**config.mk**
```make
export PLATFORM = sky130hd
export DESIGN_NAME = unsorted_value_list_table_flat
export DESIGN_NICKNAME = d
export VERILOG_FILES = /design/src/uvlt_pkg.sv /design/src/uvlt_req_if.sv /design/src/uvlt_rsp_if.sv /design/src/uvlt_cell.sv /design/src/unsorted_value_list_table.sv /design/src/flat_wrapper.sv
export SDC_FILE = /design/constraint.sdc
export NUM_CORES = 1
export LEC_CHECK = 0
export BUFFER_PORTS_ARGS = -buffer_cell sky130_fd_sc_hd__buf_4
export CORE_AREA = 2 2 263 265
export CTS_BUF_LIST = sky130_fd_sc_hd__clkbuf_4 sky130_fd_sc_hd__clkbuf_8
export DETAILED_ROUTE_END_ITERATION = 7
export DIE_AREA = 0 0 265 267
export PLACE_DENSITY = 0.59
export REMOVE_ABC_BUFFERS = 1
export SLEW_MARGIN = 20
export SYNTH_ARGS = -nofsm -noshare
export SYNTH_HDL_FRONTEND = slang
export SYNTH_SLANG_ARGS = --single-unit
```
**constraint.sdc**
```tcl
create_clock -name clk_i -period 2.3 [get_ports clk_i]
set_input_delay 0.345 -clock clk_i [delete_from_list [all_inputs] [get_ports clk_i]]
set_output_delay 0.345 -clock clk_i [all_outputs]
set_load 0.005 [all_outputs]
```
**src/uvlt_pkg.sv**
```systemverilog
// ----------------------------------------------------------------------------
// uvlt_pkg
// Shared types and constants for the unsorted value list table.
// ----------------------------------------------------------------------------
package uvlt_pkg;

  localparam int unsigned DepthDef = 16;
  localparam int unsigned ValueW   = 32;
  localparam int unsigned OpW      = 2;
  localparam int unsigned CountW   = 5;

  typedef enum logic [OpW-1:0] {
    OP_ADD    = 2'd0,
    OP_REMOVE = 2'd1,
    OP_SEARCH = 2'd2
  } op_e;

  // per-cycle control broadcast to every cell
  typedef struct packed {
    logic add;      // shift toward the back, cell 0 takes the new value
    logic clr;      // clear the match flags before a scan
    logic step;     // move the match flag one cell down the chain
    logic compact;  // cells at or past the first match take the next value
  } ctl_t;

endpackage

```
**src/uvlt_req_if.sv**
```systemverilog
// ----------------------------------------------------------------------------
// uvlt_req_if
// Request channel: operation code and value, valid/ready handshake.
// ----------------------------------------------------------------------------
interface uvlt_req_if;
  logic                valid;
  logic                ready;
  logic [1:0]          op;
  logic signed [31:0]  value;

  modport source (output valid, output op, output value, input ready);
  modport sink   (input valid, input op, input value, output ready);
endinterface

```
**src/uvlt_rsp_if.sv**
```systemverilog
// ----------------------------------------------------------------------------
// uvlt_rsp_if
// Response channel: status flags and entry count, valid/ready handshake.
// ----------------------------------------------------------------------------
interface uvlt_rsp_if;
  logic        valid;
  logic        ready;
  logic        success;
  logic        full_reject;
  logic [4:0]  entry_count;
  logic        is_empty;

  modport source (output valid, output success, output full_reject,
                  output entry_count, output is_empty, input ready);
  modport sink   (input valid, input success, input full_reject,
                  input entry_count, input is_empty, output ready);
endinterface

```
**src/uvlt_cell.sv**
```systemverilog
// ----------------------------------------------------------------------------
// uvlt_cell
// One list position: holds a value and a "match at or before here" flag.
// ----------------------------------------------------------------------------
module uvlt_cell #(
  parameter int unsigned Depth = uvlt_pkg::DepthDef,
  parameter int unsigned Idx   = 0,
  localparam int unsigned CntW = $clog2(Depth + 1)
) (
  input  logic                clk_i,
  input  logic                rst_ni,
  input  uvlt_pkg::ctl_t      ctl_i,
  input  logic [CntW-1:0]     count_i,
  input  logic signed [31:0]  key_i,
  input  logic signed [31:0]  prev_val_i,
  input  logic                prev_seen_i,
  input  logic signed [31:0]  next_val_i,
  output logic signed [31:0]  val_o,
  output logic                seen_o
);
  import uvlt_pkg::*;

  logic signed [31:0] val_q;
  logic               seen_q;
  logic               used;
  logic               hit;

  assign used = count_i > CntW'(Idx);
  assign hit  = used && (val_q == key_i);

  always_ff @(posedge clk_i) begin
    if (ctl_i.add) begin
      val_q <= prev_val_i;
    end else if (ctl_i.compact && seen_q) begin
      val_q <= next_val_i;
    end
  end

  always_ff @(posedge clk_i or negedge rst_ni) begin
    if (!rst_ni) begin
      seen_q <= 1'b0;
    end else if (ctl_i.clr) begin
      seen_q <= 1'b0;
    end else if (ctl_i.step) begin
      seen_q <= hit | prev_seen_i;
    end
  end

  assign val_o  = val_q;
  assign seen_o = seen_q;

endmodule

```
**src/unsorted_value_list_table.sv**
```systemverilog
// ----------------------------------------------------------------------------
// unsorted_value_list_table
// Value list, newest at the front, built as a chain of cells.
//
//   channel  dir  beat
//   req_i    in   op, value
//   rsp_o    out  success, full_reject, entry_count, is_empty
//
// Add and unused codes: the result is registered directly from the request beat.
// Search and remove: the match flag walks down the chain one cell per cycle,
// then the done state compacts the list on a remove hit and registers the result.
// Reset clears the entry count and flags only; cell values need no clearing.
// The result sits in an output register; a new request beat is taken in idle
// only, when that register is empty or drains in the same cycle.
// ----------------------------------------------------------------------------
module unsorted_value_list_table #(
  parameter int unsigned DEPTH = uvlt_pkg::DepthDef
) (
  input  logic  clk_i,
  input  logic  rst_ni,
  uvlt_req_if.sink   req_i,
  uvlt_rsp_if.source rsp_o
);
  import uvlt_pkg::*;

  localparam int unsigned CntW  = $clog2(DEPTH + 1);
  localparam int unsigned ScanW = (DEPTH > 1) ? $clog2(DEPTH) : 1;

  typedef enum logic [1:0] {
    ST_IDLE,
    ST_SCAN,
    ST_DONE
  } state_e;

  state_e             state_q;
  logic [CntW-1:0]    count_q;
  logic [ScanW-1:0]   scan_q;
  logic               remove_q;
  logic signed [31:0] key_q;
  logic               out_valid_q;
  logic               success_q;
  logic               reject_q;
  logic [4:0]         entry_count_q;
  logic               is_empty_q;

  logic signed [31:0] vals  [DEPTH];
  logic               seens [DEPTH];

  ctl_t               ctl;
  logic               accept;
  logic               full;
  logic               found;
  logic [CntW-1:0]    count_d;
  logic [31:0]        count_ext;
  logic               success_d;
  logic               reject_d;
  op_e                op;

  assign op     = op_e'(req_i.op);
  assign full   = count_q == CntW'(DEPTH);
  assign found  = seens[DEPTH-1];
  assign req_i.ready = (state_q == ST_IDLE) && (!out_valid_q || rsp_o.ready);
  assign accept = req_i.valid && req_i.ready;

  always_comb begin
    ctl         = '0;
    ctl.add     = accept && (op == OP_ADD) && !full;
    ctl.clr     = accept && ((op == OP_REMOVE) || (op == OP_SEARCH));
    ctl.step    = state_q == ST_SCAN;
    ctl.compact = (state_q == ST_DONE) && remove_q && found;
  end

  always_comb begin
    count_d   = count_q;
    success_d = 1'b0;
    reject_d  = 1'b0;
    if (state_q == ST_DONE) begin
      success_d = found;
      if (remove_q && found) begin
        count_d = count_q - CntW'(1);
      end
    end else if (accept && (op == OP_ADD)) begin
      if (full) begin
        reject_d = 1'b1;
      end else begin
        success_d = 1'b1;
        count_d   = count_q + CntW'(1);
      end
    end
  end

  assign count_ext = 32'(count_d);

  for (genvar i = 0; i < DEPTH; i++) begin : g_cell
    logic signed [31:0] prev_val;
    logic               prev_seen;
    logic signed [31:0] next_val;

    if (i == 0) begin : g_head
      assign prev_val  = req_i.value;
      assign prev_seen = 1'b0;
    end else begin : g_body
      assign prev_val  = vals[i-1];
      assign prev_seen = seens[i-1];
    end

    if (i == DEPTH - 1) begin : g_tail
      assign next_val = vals[i];
    end else begin : g_link
      assign next_val = vals[i+1];
    end

    uvlt_cell #(
      .Depth (DEPTH),
      .Idx   (i)
    ) u_cell (
      .clk_i       (clk_i),
      .rst_ni      (rst_ni),
      .ctl_i       (ctl),
      .count_i     (count_q),
      .key_i       (key_q),
      .prev_val_i  (prev_val),
      .prev_seen_i (prev_seen),
      .next_val_i  (next_val),
      .val_o       (vals[i]),
      .seen_o      (seens[i])
    );
  end

  always_ff @(posedge clk_i) begin
    if (accept) begin
      key_q    <= req_i.value;
      remove_q <= op == OP_REMOVE;
    end
    if ((state_q == ST_DONE) || (accept && !ctl.clr)) begin
      success_q     <= success_d;
      reject_q      <= reject_d;
      entry_count_q <= count_ext[4:0];
      is_empty_q    <= count_d == '0;
    end
  end

  always_ff @(posedge clk_i or negedge rst_ni) begin
    if (!rst_ni) begin
      state_q     <= ST_IDLE;
      count_q     <= '0;
      scan_q      <= '0;
      out_valid_q <= 1'b0;
    end else begin
      count_q <= count_d;
      if ((state_q == ST_DONE) || (accept && !ctl.clr)) begin
        out_valid_q <= 1'b1;
      end else if (rsp_o.ready) begin
        out_valid_q <= 1'b0;
      end
      unique case (state_q)
        ST_IDLE: begin
          if (accept && ctl.clr) begin
            state_q <= ST_SCAN;
            scan_q  <= '0;
          end
        end
        ST_SCAN: begin
          scan_q <= scan_q + ScanW'(1);
          if (scan_q == ScanW'(DEPTH - 1)) begin
            state_q <= ST_DONE;
          end
        end
        ST_DONE: begin
          state_q <= ST_IDLE;
        end
        default: begin
          state_q <= ST_IDLE;
        end
      endcase
    end
  end

  assign rsp_o.valid       = out_valid_q;
  assign rsp_o.success     = success_q;
  assign rsp_o.full_reject = reject_q;
  assign rsp_o.entry_count = entry_count_q;
  assign rsp_o.is_empty    = is_empty_q;

endmodule

```
**src/flat_wrapper.sv**
```systemverilog
// flat-port wrapper written by rule: the top's interface ports become plain ports
module unsorted_value_list_table_flat import uvlt_pkg::*;
#(
  parameter int unsigned DEPTH = uvlt_pkg::DepthDef
)
  (clk_i, rst_ni, req_i_valid, req_i_op, req_i_value, req_i_ready, rsp_o_valid, rsp_o_success, rsp_o_full_reject, rsp_o_entry_count, rsp_o_is_empty, rsp_o_ready);
  uvlt_req_if req_i_i ();
  uvlt_rsp_if rsp_o_i ();
  input  logic clk_i;
  input  logic rst_ni;
  input wire logic [$bits(req_i_i.valid)-1:0] req_i_valid;
  input wire logic [$bits(req_i_i.op)-1:0] req_i_op;
  input wire logic [$bits(req_i_i.value)-1:0] req_i_value;
  output wire logic [$bits(req_i_i.ready)-1:0] req_i_ready;
  output wire logic [$bits(rsp_o_i.valid)-1:0] rsp_o_valid;
  output wire logic [$bits(rsp_o_i.success)-1:0] rsp_o_success;
  output wire logic [$bits(rsp_o_i.full_reject)-1:0] rsp_o_full_reject;
  output wire logic [$bits(rsp_o_i.entry_count)-1:0] rsp_o_entry_count;
  output wire logic [$bits(rsp_o_i.is_empty)-1:0] rsp_o_is_empty;
  input wire logic [$bits(rsp_o_i.ready)-1:0] rsp_o_ready;
  assign req_i_i.valid = req_i_valid;
  assign req_i_i.op = req_i_op;
  assign req_i_i.value = req_i_value;
  assign req_i_ready = req_i_i.ready;
  assign rsp_o_valid = rsp_o_i.valid;
  assign rsp_o_success = rsp_o_i.success;
  assign rsp_o_full_reject = rsp_o_i.full_reject;
  assign rsp_o_entry_count = rsp_o_i.entry_count;
  assign rsp_o_is_empty = rsp_o_i.is_empty;
  assign rsp_o_i.ready = rsp_o_ready;
  unsorted_value_list_table #(.DEPTH(DEPTH)) u_core (.clk_i(clk_i), .rst_ni(rst_ni), .req_i(req_i_i), .rsp_o(rsp_o_i));
endmodule
```
== After elaboration in Yosys (flattened, before gate mapping) ==
Index checks and enable logic that the tools add are counted.

* Register bits after elaboration: 581
* Output and inout port bits: 10
* Word-level logic and storage cells: 249

* Add/subtract/negate cells: 3
* Magnitude comparators: 16
* Equal/unequal tests: 24
* Muxes and demuxes: 77
* Bitwise logic cells: 16
* Reduce and logical (&&, ||, !) cells: 71

{| class="wikitable"
|+ Operators with widths
! kind !! number
|-
| 32-bit 2-to-1 mux || 30
|-
| 32-bit == test || 16
|-
| 1-bit logical AND || 41
|-
| 5-bit by 4-bit > comparator with 1-bit output, second input constant || 8
|-
| 1-bit 2-to-1 mux || 38
|-
| 2-bit nonzero test || 18
|-
| 5-bit by 3-bit > comparator with 1-bit output, second input constant || 4
|-
| 5-bit 2-to-1 mux || 4
|-
| 1-bit bitwise OR || 15
|-
| 5-bit by 1-bit > comparator with 1-bit output, second input constant || 2
|-
| 5-bit by 2-bit > comparator with 1-bit output, second input constant || 2
|-
| 4-bit case mux with 2 select lines || 1
|-
| 5-bit by 1-bit adder with 5-bit output, second input constant || 1
|-
| 5-bit == test, second input constant || 1
|-
| 5-bit zero test || 1
|-
| 5-bit by 1-bit subtractor with 5-bit output, second input constant || 1
|-
| 4-bit by 1-bit adder with 4-bit output, second input constant || 1
|-
| 2-bit by 1-bit == test with 1-bit output, second input constant || 2
|-
| 2-bit == test, second input constant || 2
|-
| 4-bit == test, second input constant || 1
|-
| 2-bit zero test || 2
|-
| 2-bit 2-to-1 mux || 2
|-
| 4-bit 2-to-1 mux || 1
|-
| 2-bit != test, second input constant || 2
|-
| 6 further kinds || 11
|}

== Depth between registers and ports, before layout ==
Gate-level depths: netlist of the first run.

* Depth after elaboration: 9
* Gate-level depth with buffers: 9
* Depth with buffers taken out: 8

== Hierarchy ==
Synthesis of the first run repeated with hierarchy kept, for this count alone.

* Cell total of the unflattened synthesis: 2013
* Area, all modules: 30247.8 sq um

{| class="wikitable"
|+ By module, submodules not included
! module !! instances !! cells each !! area an instance (sq um) !! sequential area each (sq um)
|-
| unsorted_value_list_table || 1 || 130 || 2057.0 || 1531.5
|-
| uvlt_cell (u_core.g_cell[3].u_cell) || 1 || 118 || 1780.5 || 985.9
|-
| uvlt_cell (u_core.g_cell[6].u_cell) || 1 || 118 || 1774.2 || 985.9
|-
| uvlt_cell (u_core.g_cell[1].u_cell) || 1 || 118 || 1771.7 || 985.9
|-
| uvlt_cell (u_core.g_cell[4].u_cell) || 1 || 118 || 1770.4 || 985.9
|-
| uvlt_cell (u_core.g_cell[5].u_cell) || 1 || 118 || 1766.7 || 985.9
|-
| uvlt_cell (u_core.g_cell[8].u_cell) || 1 || 117 || 1764.2 || 985.9
|-
| uvlt_cell (u_core.g_cell[12].u_cell) || 1 || 119 || 1761.7 || 985.9
|-
| uvlt_cell (u_core.g_cell[13].u_cell) || 1 || 118 || 1761.7 || 985.9
|-
| uvlt_cell (u_core.g_cell[2].u_cell) || 1 || 117 || 1761.7 || 985.9
|-
| uvlt_cell (u_core.g_cell[9].u_cell) || 1 || 119 || 1760.4 || 985.9
|-
| uvlt_cell (u_core.g_cell[10].u_cell) || 1 || 118 || 1759.2 || 985.9
|-
| uvlt_cell (u_core.g_cell[14].u_cell) || 1 || 117 || 1757.9 || 985.9
|-
| uvlt_cell (u_core.g_cell[11].u_cell) || 1 || 118 || 1756.7 || 985.9
|-
| 3 more rows || -- || -- || -- || --
|}

== Least setup slack after synthesis of the first run ==
Ideal clock, no wire load.

* Path type: reg-to-reg
* Start point: register u_core.count_q[0]
* End point: register u_core.g_cell[10].u_cell.val_q[0], enable pin
* Library setup time: 0.389 ns
* Arrival: 2.110 ns
* Setup slack: -0.199 ns
* Cell stages (with the launch flop): 8
* Cell sequence: dfrtp_1 inv_1 ha_1 nand4bb_1 nand4_2 buf_2 buf_2 nand2_1

* Word-level cells in the longest chain between the ends: 4

{| class="wikitable"
|+ Ends and longest elaborated chain
! what !! RTL line !! source
|-
| from (decl) || unsorted_value_list_table.sv:36 || <nowiki>logic [CntW-1:0] count_q;</nowiki>
|-
| from (signal assigned) || unsorted_value_list_table.sv:150 || <nowiki>count_q <= count_d;</nowiki>
|-
| 5-bit == test || unsorted_value_list_table.sv:60 || <nowiki>assign full = count_q == CntW'(DEPTH);</nowiki>
|-
| 1-bit zero test || unsorted_value_list_table.sv:67 || <nowiki>ctl.add = accept && (op == OP_ADD) && !full;</nowiki>
|-
| 1-bit logical AND || unsorted_value_list_table.sv:67 ||
|-
| 2-bit nonzero test (no line) || -- ||
|-
| to (signal assigned) || uvlt_cell.sv:33 || <nowiki>val_q <= prev_val_i;</nowiki>
|-
| to (signal assigned) || uvlt_cell.sv:35 || <nowiki>val_q <= next_val_i;</nowiki>
|-
| to (decl) || uvlt_cell.sv:23 || <nowiki>logic signed [31:0] val_q;</nowiki>
|}

Every way passes these cells.
A chain may end at the register's enable or synchronous reset.

== Worst setup path after layout of the first run ==
* Start point: register u_core.key_q[27]
* End point: register u_core.g_cell[7].u_cell.seen_q

* Word-level cells in the longest chain between the ends: 5

{| class="wikitable"
|+ Ends and longest elaborated chain
! what !! RTL line !! source
|-
| from (decl) || unsorted_value_list_table.sv:39 || <nowiki>logic signed [31:0] key_q;</nowiki>
|-
| from (signal assigned) || unsorted_value_list_table.sv:132 || <nowiki>key_q <= req_i.value;</nowiki>
|-
| 32-bit == test || uvlt_cell.sv:29 || <nowiki>assign hit = used && (val_q == key_i);</nowiki>
|-
| 1-bit logical AND || uvlt_cell.sv:29 ||
|-
| 1-bit bitwise OR || uvlt_cell.sv:45 || <nowiki>seen_q <= hit | prev_seen_i;</nowiki>
|-
| 1-bit 2-to-1 mux || uvlt_cell.sv:44 || <nowiki>end else if (ctl_i.step) begin</nowiki>
|-
| 1-bit 2-to-1 mux || uvlt_cell.sv:42 || <nowiki>end else if (ctl_i.clr) begin</nowiki>
|-
| to (signal assigned) || uvlt_cell.sv:45 ||
|-
| to (decl) || uvlt_cell.sv:24 || <nowiki>logic seen_q;</nowiki>
|}

Every way passes these cells. The select of a mux whose other input is x is not followed.

==> results of run 1 <==
-- metrics by stage --
step                      hold WS, ns  worst slack, ns  instances
after CTS                      0.0182           0.0291       4170
after detailed placement        0.341           -0.127       3950
after global routing           0.0860          -0.0404       4170
final                          0.0680           0.0242       4170
after global placement          0.337           -0.154       3950
after floorplan                0.0494           -13.30       2874
-- worst max-delay path, stage by stage (launching register included) --
cell      delay, ns
edfxtp_1       0.63
buf_4          0.31
xnor2_1        0.15
nand4_1        0.10
nor4_1         0.42
buf_4          0.19
nand4_1        0.15
o21ai_0        0.22
-- worst max path at each step --
stage	startpoint	endpoint	cells past startpoint
after floorplan	u_core.count_q[0]	u_core.rsp_o.is_empty	8
after global placement	u_core.key_q[25]	u_core.g_cell[6].u_cell.seen_o	7
after detailed placement	u_core.key_q[25]	u_core.g_cell[6].u_cell.seen_o	7
after CTS	u_core.key_q[25]	u_core.g_cell[6].u_cell.seen_o	7
after global routing	u_core.key_q[0]	u_core.g_cell[6].u_cell.seen_o	7
final	u_core.key_q[27]	u_core.g_cell[7].u_cell.seen_o	7
-- sequential cells by signal, indices dropped and copies added, names as in the netlist --
| signal | cells |
|---|---|
| u_core.count_q | 5 |
| u_core.g_cell.u_cell.seen_o | 16 |
| u_core.g_cell.u_cell.val_o | 512 |
| u_core.key_q | 32 |
| u_core.remove_q | 1 |
| u_core.rsp_o.entry_count | 5 |
| u_core.rsp_o.full_reject | 1 |
| u_core.rsp_o.is_empty | 1 |
| u_core.rsp_o.success | 1 |
| u_core.rsp_o.valid | 1 |
| u_core.scan_q | 4 |
| u_core.state_q | 2 |
-- metal layers --
| metal | wire [um] | track usage | up-vias |
|---|---|---|---|
| met4 | 2200 | 0.0756 | 0 |
| met2 | 42700 | 0.409 | 1184 |
| li1 | - | - | 10400 |
| met5 | 0 | 0 | - |
| met1 | 43700 | 0.419 | 11700 |
| met3 | 10500 | 0.0587 | 143 |
-- cell type report --
type | count | area [um2] | share of cell area
repair buffers | 229 | 2560 | 0.0731
clock buffers | 149 | 1780 | 0.0510
multi-input cells | 2282 | 11900 | 0.341
well taps | 882 | 1100 | 0.0316
inverters | 11 | 48.8 | 0.00140
clock inverters | 36 | 231 | 0.00662
flip-flops and latches | 581 | 17300 | 0.495
-- timing repair --
| action | in CTS | in global routing |
|---|---|---|
| hold buffers | 35 | 0 |
| setup endpoints to repair | 1 | 2 |
| setup buffers | 0 | 0 |
| gates resized for setup | 1 | 3 |
| pin swaps | 0 | 1 |
| gates cloned | 0 | 0 |
| hold endpoints to repair | 92 | 0 |
-- kinds of logic (layout without fill, tap and decap cells) --
family                   after synthesis  count (layout)  share of synthesized area
adder cells (fa/ha/maj)                9               9                    0.00373
AND/OR/NAND/NOR                     1690            1690                      0.226
buffers and inverters                194             425                     0.0326
flip-flops                           581             581                      0.573
AO/OA/AOI/OAI                         68              68                     0.0156
XOR/XNOR                             515             515                      0.149
-- power groups by stage --
| stage | Clock [W] | Combinational (W) | Sequential (W) |
|---|---|---|---|
| 3_3_place_gp | 0 | 0.00572 | 0.0132 |
| 6_report | 0.00974 | 0.00599 | 0.0131 |
| 2_1_floorplan | 0 | 0.00288 | 0.0135 |
| 3_5_place_dp | 0 | 0.00578 | 0.0132 |
| 4_1_cts | 0.00985 | 0.00587 | 0.0130 |
| 5_1_grt | 0.0103 | 0.00634 | 0.0131 |
-- placed cells by master (no fill, tap or decap), types with 4 or more instances in the layout --
cell           count
a2111oi_0          5
a21oi_1            4
a221o_1            4
a22oi_1           13
buf_12            60
buf_4            134
clkbuf_4          43
clkbuf_8         106
clkinv_1          21
clkinv_2           7
dfrtp_1           28
dlygate4sd3_1     35
edfxtp_1         553
ha_1               9
inv_1             10
inv_6              4
nand2_1         1485
nand3_1           14
nand4_1           68
nor2_1             9
nor3_1            22
nor4_1            74
o21ai_0           17
o21ai_1            8
xnor2_1          209
xor2_1           305
==> flow_summary.yaml, run 1 <==
clock_network:
  ctsLongestPathBuffers: 3
  cts_tree: "built"
  h-tree-depth: 3
  numCtsBuffers: 100
  clk_latency_ns: 0.72
  clkSinkCount: 581
  cts.reportedPaths.clkPinSlew_ns: 0.06
  cts_root_buffer: "clkbuf_8"
hold_path:
  holdPathEnd: "u_core.rsp_o.valid"
  hold_depth: 3
  hold_class: "in2reg"
  min_from: "rsp_o_ready"
sta:
  finalCriticalPeriod_ns: 2.28
  worstMarginPinSlew_ns: 0.922
  maxSlewViolCount: 0
  max_freq_mhz: 439
  setup_viol: 0
  fin_crit_sh: 0.989
  setup_tns_ns: 0
  hold_viol_final: 0
  skew_ns: 0.0261
  slew_headroom: 0.380
pwr:
  leakage_nw: 14.1
  p_switching_w: 0.00905
  seqPwrFrac: 0.454
  power_density_nw_per_um2: 823
  switching_share: 0.315
  p_total_w: 0.0288
  ir_worst_vdd_uv: 423
  clock_power_share: 0.338
  combPwrFrac: 0.208
  intPower_w: 0.0197
routing:
  drt-wirelength-per-cell_um: 23.8
  drc_errors: 0
  routed_wl_mm: 99.1
  dr.pass1.iters: 5
  postRouteAntennaNets: 0
  via_count: 23400
  drt_iter0_drc: 3036
  viasPerCell: 5.62
floorplan:
  dieArea_um2: 70800
  die_h_um: 267
  die_w_um: 265
  pin_count: 48
  start_util: 0.444
  core_um2: 68000
  num_rows: 96
synth:
  ys.flop_type: "edfxtp_1"
  synth_area_per_cell_um2: 9.88
  yosysTopAreaCellShare: 0.550
  async_reset_ff_frac: 0.0482
  yosysUniqueCellTypes: 44
  yosys_warnings: 0
  synth.area.top_cells: "edfxtp_1 55%, nand2_1 18%, xor2_1 8.8%"
  synth_common_cells: "1,485 x nand2_1, 553 x edfxtp_1, 305 x xor2_1"
  syn-cell-area_um2: 30200
  yosys.area.top_type: "edfxtp_1"
  synth_edf_count: 553
  seq_area_frac_synth: 0.573
  synth-seq-cells: 581
  yosysMostFrequentCell: "nand2_1"
  netlist_instances: 3057
run_status:
  status: "finished clean"
grt:
  globalRouteTotalUtil: 0.279
  grt_antenna_before_repair: 0
  gr-total-overflow: 0
  grt_max_degree: 84
  grt_pass1_wl_mm: 148
  grt_pass1_vias: 23300
cells_and_area:
  layout.nets: 3252
  utilization: 0.514
  drive_above_1_share: 0.113
  areaGrowthSynthToFinish_pct: 15.8
  final_area_um2: 35000
  diodes: 0
  num-fill-cells: 6284
critical_path:
  required_ns: 2.92
  cp.arrival_ns: 2.89
  regToRegEndpoint: "u_core.g_cell[7].u_cell.seen_o"
  rr_startpoint: "u_core.key_q[27]"
  end_kind: "flop"
  critPathLaunchType: "flop"
  rr_worst_depth: 7
  crit_fanout: 9
  crit_type: "reg2reg"
  reg2reg_slack_ns: 0.02
place:
  io_buffers: 47
  place_congestion: 0.938
  postPlaceCellArea_um2: 32600
  hpwl_mm: 72.3
flow_run:
  drv_cap: 0
(Power assumes the default switching activity.)
==> run 2: changes to the inputs <==
- PLACE_DENSITY: 0.59 -> not set
==> run 2 against run 1 <==
Wire length is 1.8% lower; fmax is 2.1% higher; clock-buffer cell count is 4 lower; non-clock buffer count is 14 higher; design area hardly changed; total power is 1.1% lower; global-route usage is 0.54 points lower; sequential power hardly changed; largest power group unchanged; die area stayed put; largest cell class unchanged.
==> flow_summary.yaml, run 2 (synthesis results as in run 1) <==
critical_path:
  path_depth: 6
  path_cells: "buf_12, xor2_1, nor4_1, nand3_1, nor3_1, a221o_1"
  cp.arrival_ns: 2.90
  end_kind: "flop"
  reg2reg_slack_ns: 0.07
  worstSetupEndpoint: "u_core.g_cell[3].u_cell.seen_o"
  crit_fanout: 13
  crit_type: "reg2reg"
  slowest_delay_ns: 0.63
  required_ns: 2.97
  rr_worst_depth: 6
  startpoint: "u_core.key_q[22]"
  cpLargestDelayFamily: "simple AND/OR/NAND/NOR gates"
  regToRegEndpoint: "u_core.g_cell[3].u_cell.seen_o"
  path_buf_inv: 1
  rr_startpoint: "u_core.key_q[22]"
  cpMaxStageDelayCell: "nor4_1"
  critPathLaunchType: "flop"
place:
  postPlaceCellArea_um2: 32600
  place_congestion: 0.913
  hpwl_mm: 70.3
  io_buffers: 47
  dp.cells: 3958
clock_network:
  clk_latency_ns: 0.74
  cts_tree: "built"
  numCtsBuffers: 102
  cts.reportedPaths.clkPinSlew_ns: 0.07
  clkSinkCount: 581
  ctsLongestPathBuffers: 3
  cts_root_buffer: "clkbuf_8"
  h-tree-depth: 3
grt:
  grt_max_degree: 75
  grt_pass1_wl_mm: 145
  globalRouteTotalUtil: 0.274
  globalRouteMet3Util: 0.0622
  use_met1: 0.409
  grt_antenna_before_repair: 0
  grt_pass1_vias: 23100
  grt-busiest-layer: "met1"
  grtUsageMet2: 0.403
  gr-total-overflow: 0
routing:
  via_count: 23400
  routed_wl_mm: 97.3
  postRouteAntennaNets: 0
  drt-wirelength-per-cell_um: 23.3
  viasPerCell: 5.59
  drc_errors: 0
  dr.pass1.iters: 6
  drt_iter0_drc: 3001
hold_path:
  hold_class: "in2reg"
floorplan:
  pin_count: 48
  num_rows: 96
  die_w_um: 265
  core_um2: 68000
  start_util: 0.444
  dieArea_um2: 70800
  die_h_um: 267
sta:
  maxSlewViolCount: 0
  hold_viol_final: 0
  worstMarginPinSlew_ns: 0.724
  max_freq_mhz: 449
  finalCriticalPeriod_ns: 2.23
  rsz0062_at_grt: "true"
  slew_headroom: 0.513
  skew_ns: 0.0409
  fin_crit_sh: 0.969
  setup_viol: 0
cells_and_area:
  utilization: 0.514
  largest_register_ffs: 512
  final_common_cell: "nand2_1"
  diodes: 0
  layout.nets: 3268
  num-fill-cells: 6264
  areaGrowthSynthToFinish_pct: 15.7
  multi_input_area_um2: 11900
  drive_above_1_share: 0.116
  layout_common_cells: "1,485 x nand2_1, 553 x edfxtp_1, 305 x xor2_1"
  stdcell_count: 4178
  final_area_um2: 34900
  register_area_um2: 17300
pwr:
  leakage_nw: 14.1
  power_density_nw_per_um2: 815
  ir_worst_vdd_uv: 405
run_status:
  status: "finished clean"
flow_run:
  drv_cap: 0
run 2: changes by cell type in the layout (fill, tap and decap cells not counted), sizes merged:
cell,previous run,this run
clkinv,28,27
inv,17,14
clkbuf,149,146
buf,194,207
bufinv,2,0
clkinvlp,0,4
run 2: worst min path at each step:
stage	to	slack (ns)	start	depth (start not counted)
CTS	u_core.rsp_o.valid	0.008	rsp_o_ready	3
detailed placement	u_core.scan_q[1]	0.33	rst_ni	1
global placement	u_core.scan_q[0]	0.32	rst_ni	1
floorplan	u_core.count_q[0]	0.05	rst_ni	0
global route	u_core.rsp_o.valid	0.06	rsp_o_ready	3
finish	u_core.rsp_o.valid	0.06	rsp_o_ready	3
run 2: area by class of cell:
class                      count  share of cell area
sequential                   581               0.495
inverter                      11             0.00140
clock buffer                 145              0.0509
timing repair buffer         243              0.0741
tap                          882              0.0316
clock inverter                34             0.00501
multi-input combinational   2282               0.342
run 2: repair_timing:
action                                  in CTS  in global routing
gates cloned                                 0                  1
endpoints found under the setup margin       1                200
endpoints found under the hold margin       94                  0
pin swaps                                    0                  2
resized for setup                            0                  5
hold buffers                                35                  0
buffers inserted                             2                  4
run 2: power by group:
group | total (W) | leakage, nW | switching (W) | internal (W)
Clock | 0.00949 | 1.03 | 0.00453 | 0.00495
Combinational | 0.00594 | 7.67 | 0.00382 | 0.00212
Sequential | 0.0130 | 5.37 | 0.000610 | 0.0124
run 2: layer usage:
metal,routed length (um),vias up,part of all wire
li1,-,10400,-
met1,43600,11600,0.45
met3,9860,141,0.10
met2,42000,1159,0.43
met4,1770,0,0.018
met5,0,-,0
run 2: metrics by stage:
stage | hold WS [ns] | setup TNS, ns | power (W) | worst slack (ns)
global placement | 0.321 | 0 | 0.0188 | 0.0831
finish | 0.0603 | 0 | 0.0285 | 0.0718
floorplan | 0.0494 | - | 0.0164 | -13.30
CTS | 0.00814 | 0 | 0.0284 | 0.0192
detailed placement | 0.328 | 0 | 0.0189 | 0.0270
global route | 0.0578 | -0.00345 | 0.0295 | -0.00345
run 2: tightest hold or removal path, cell delays in order:
cell      delay (ns)
buf_4           0.08
nand2b_1        0.19
o21ai_0         0.11
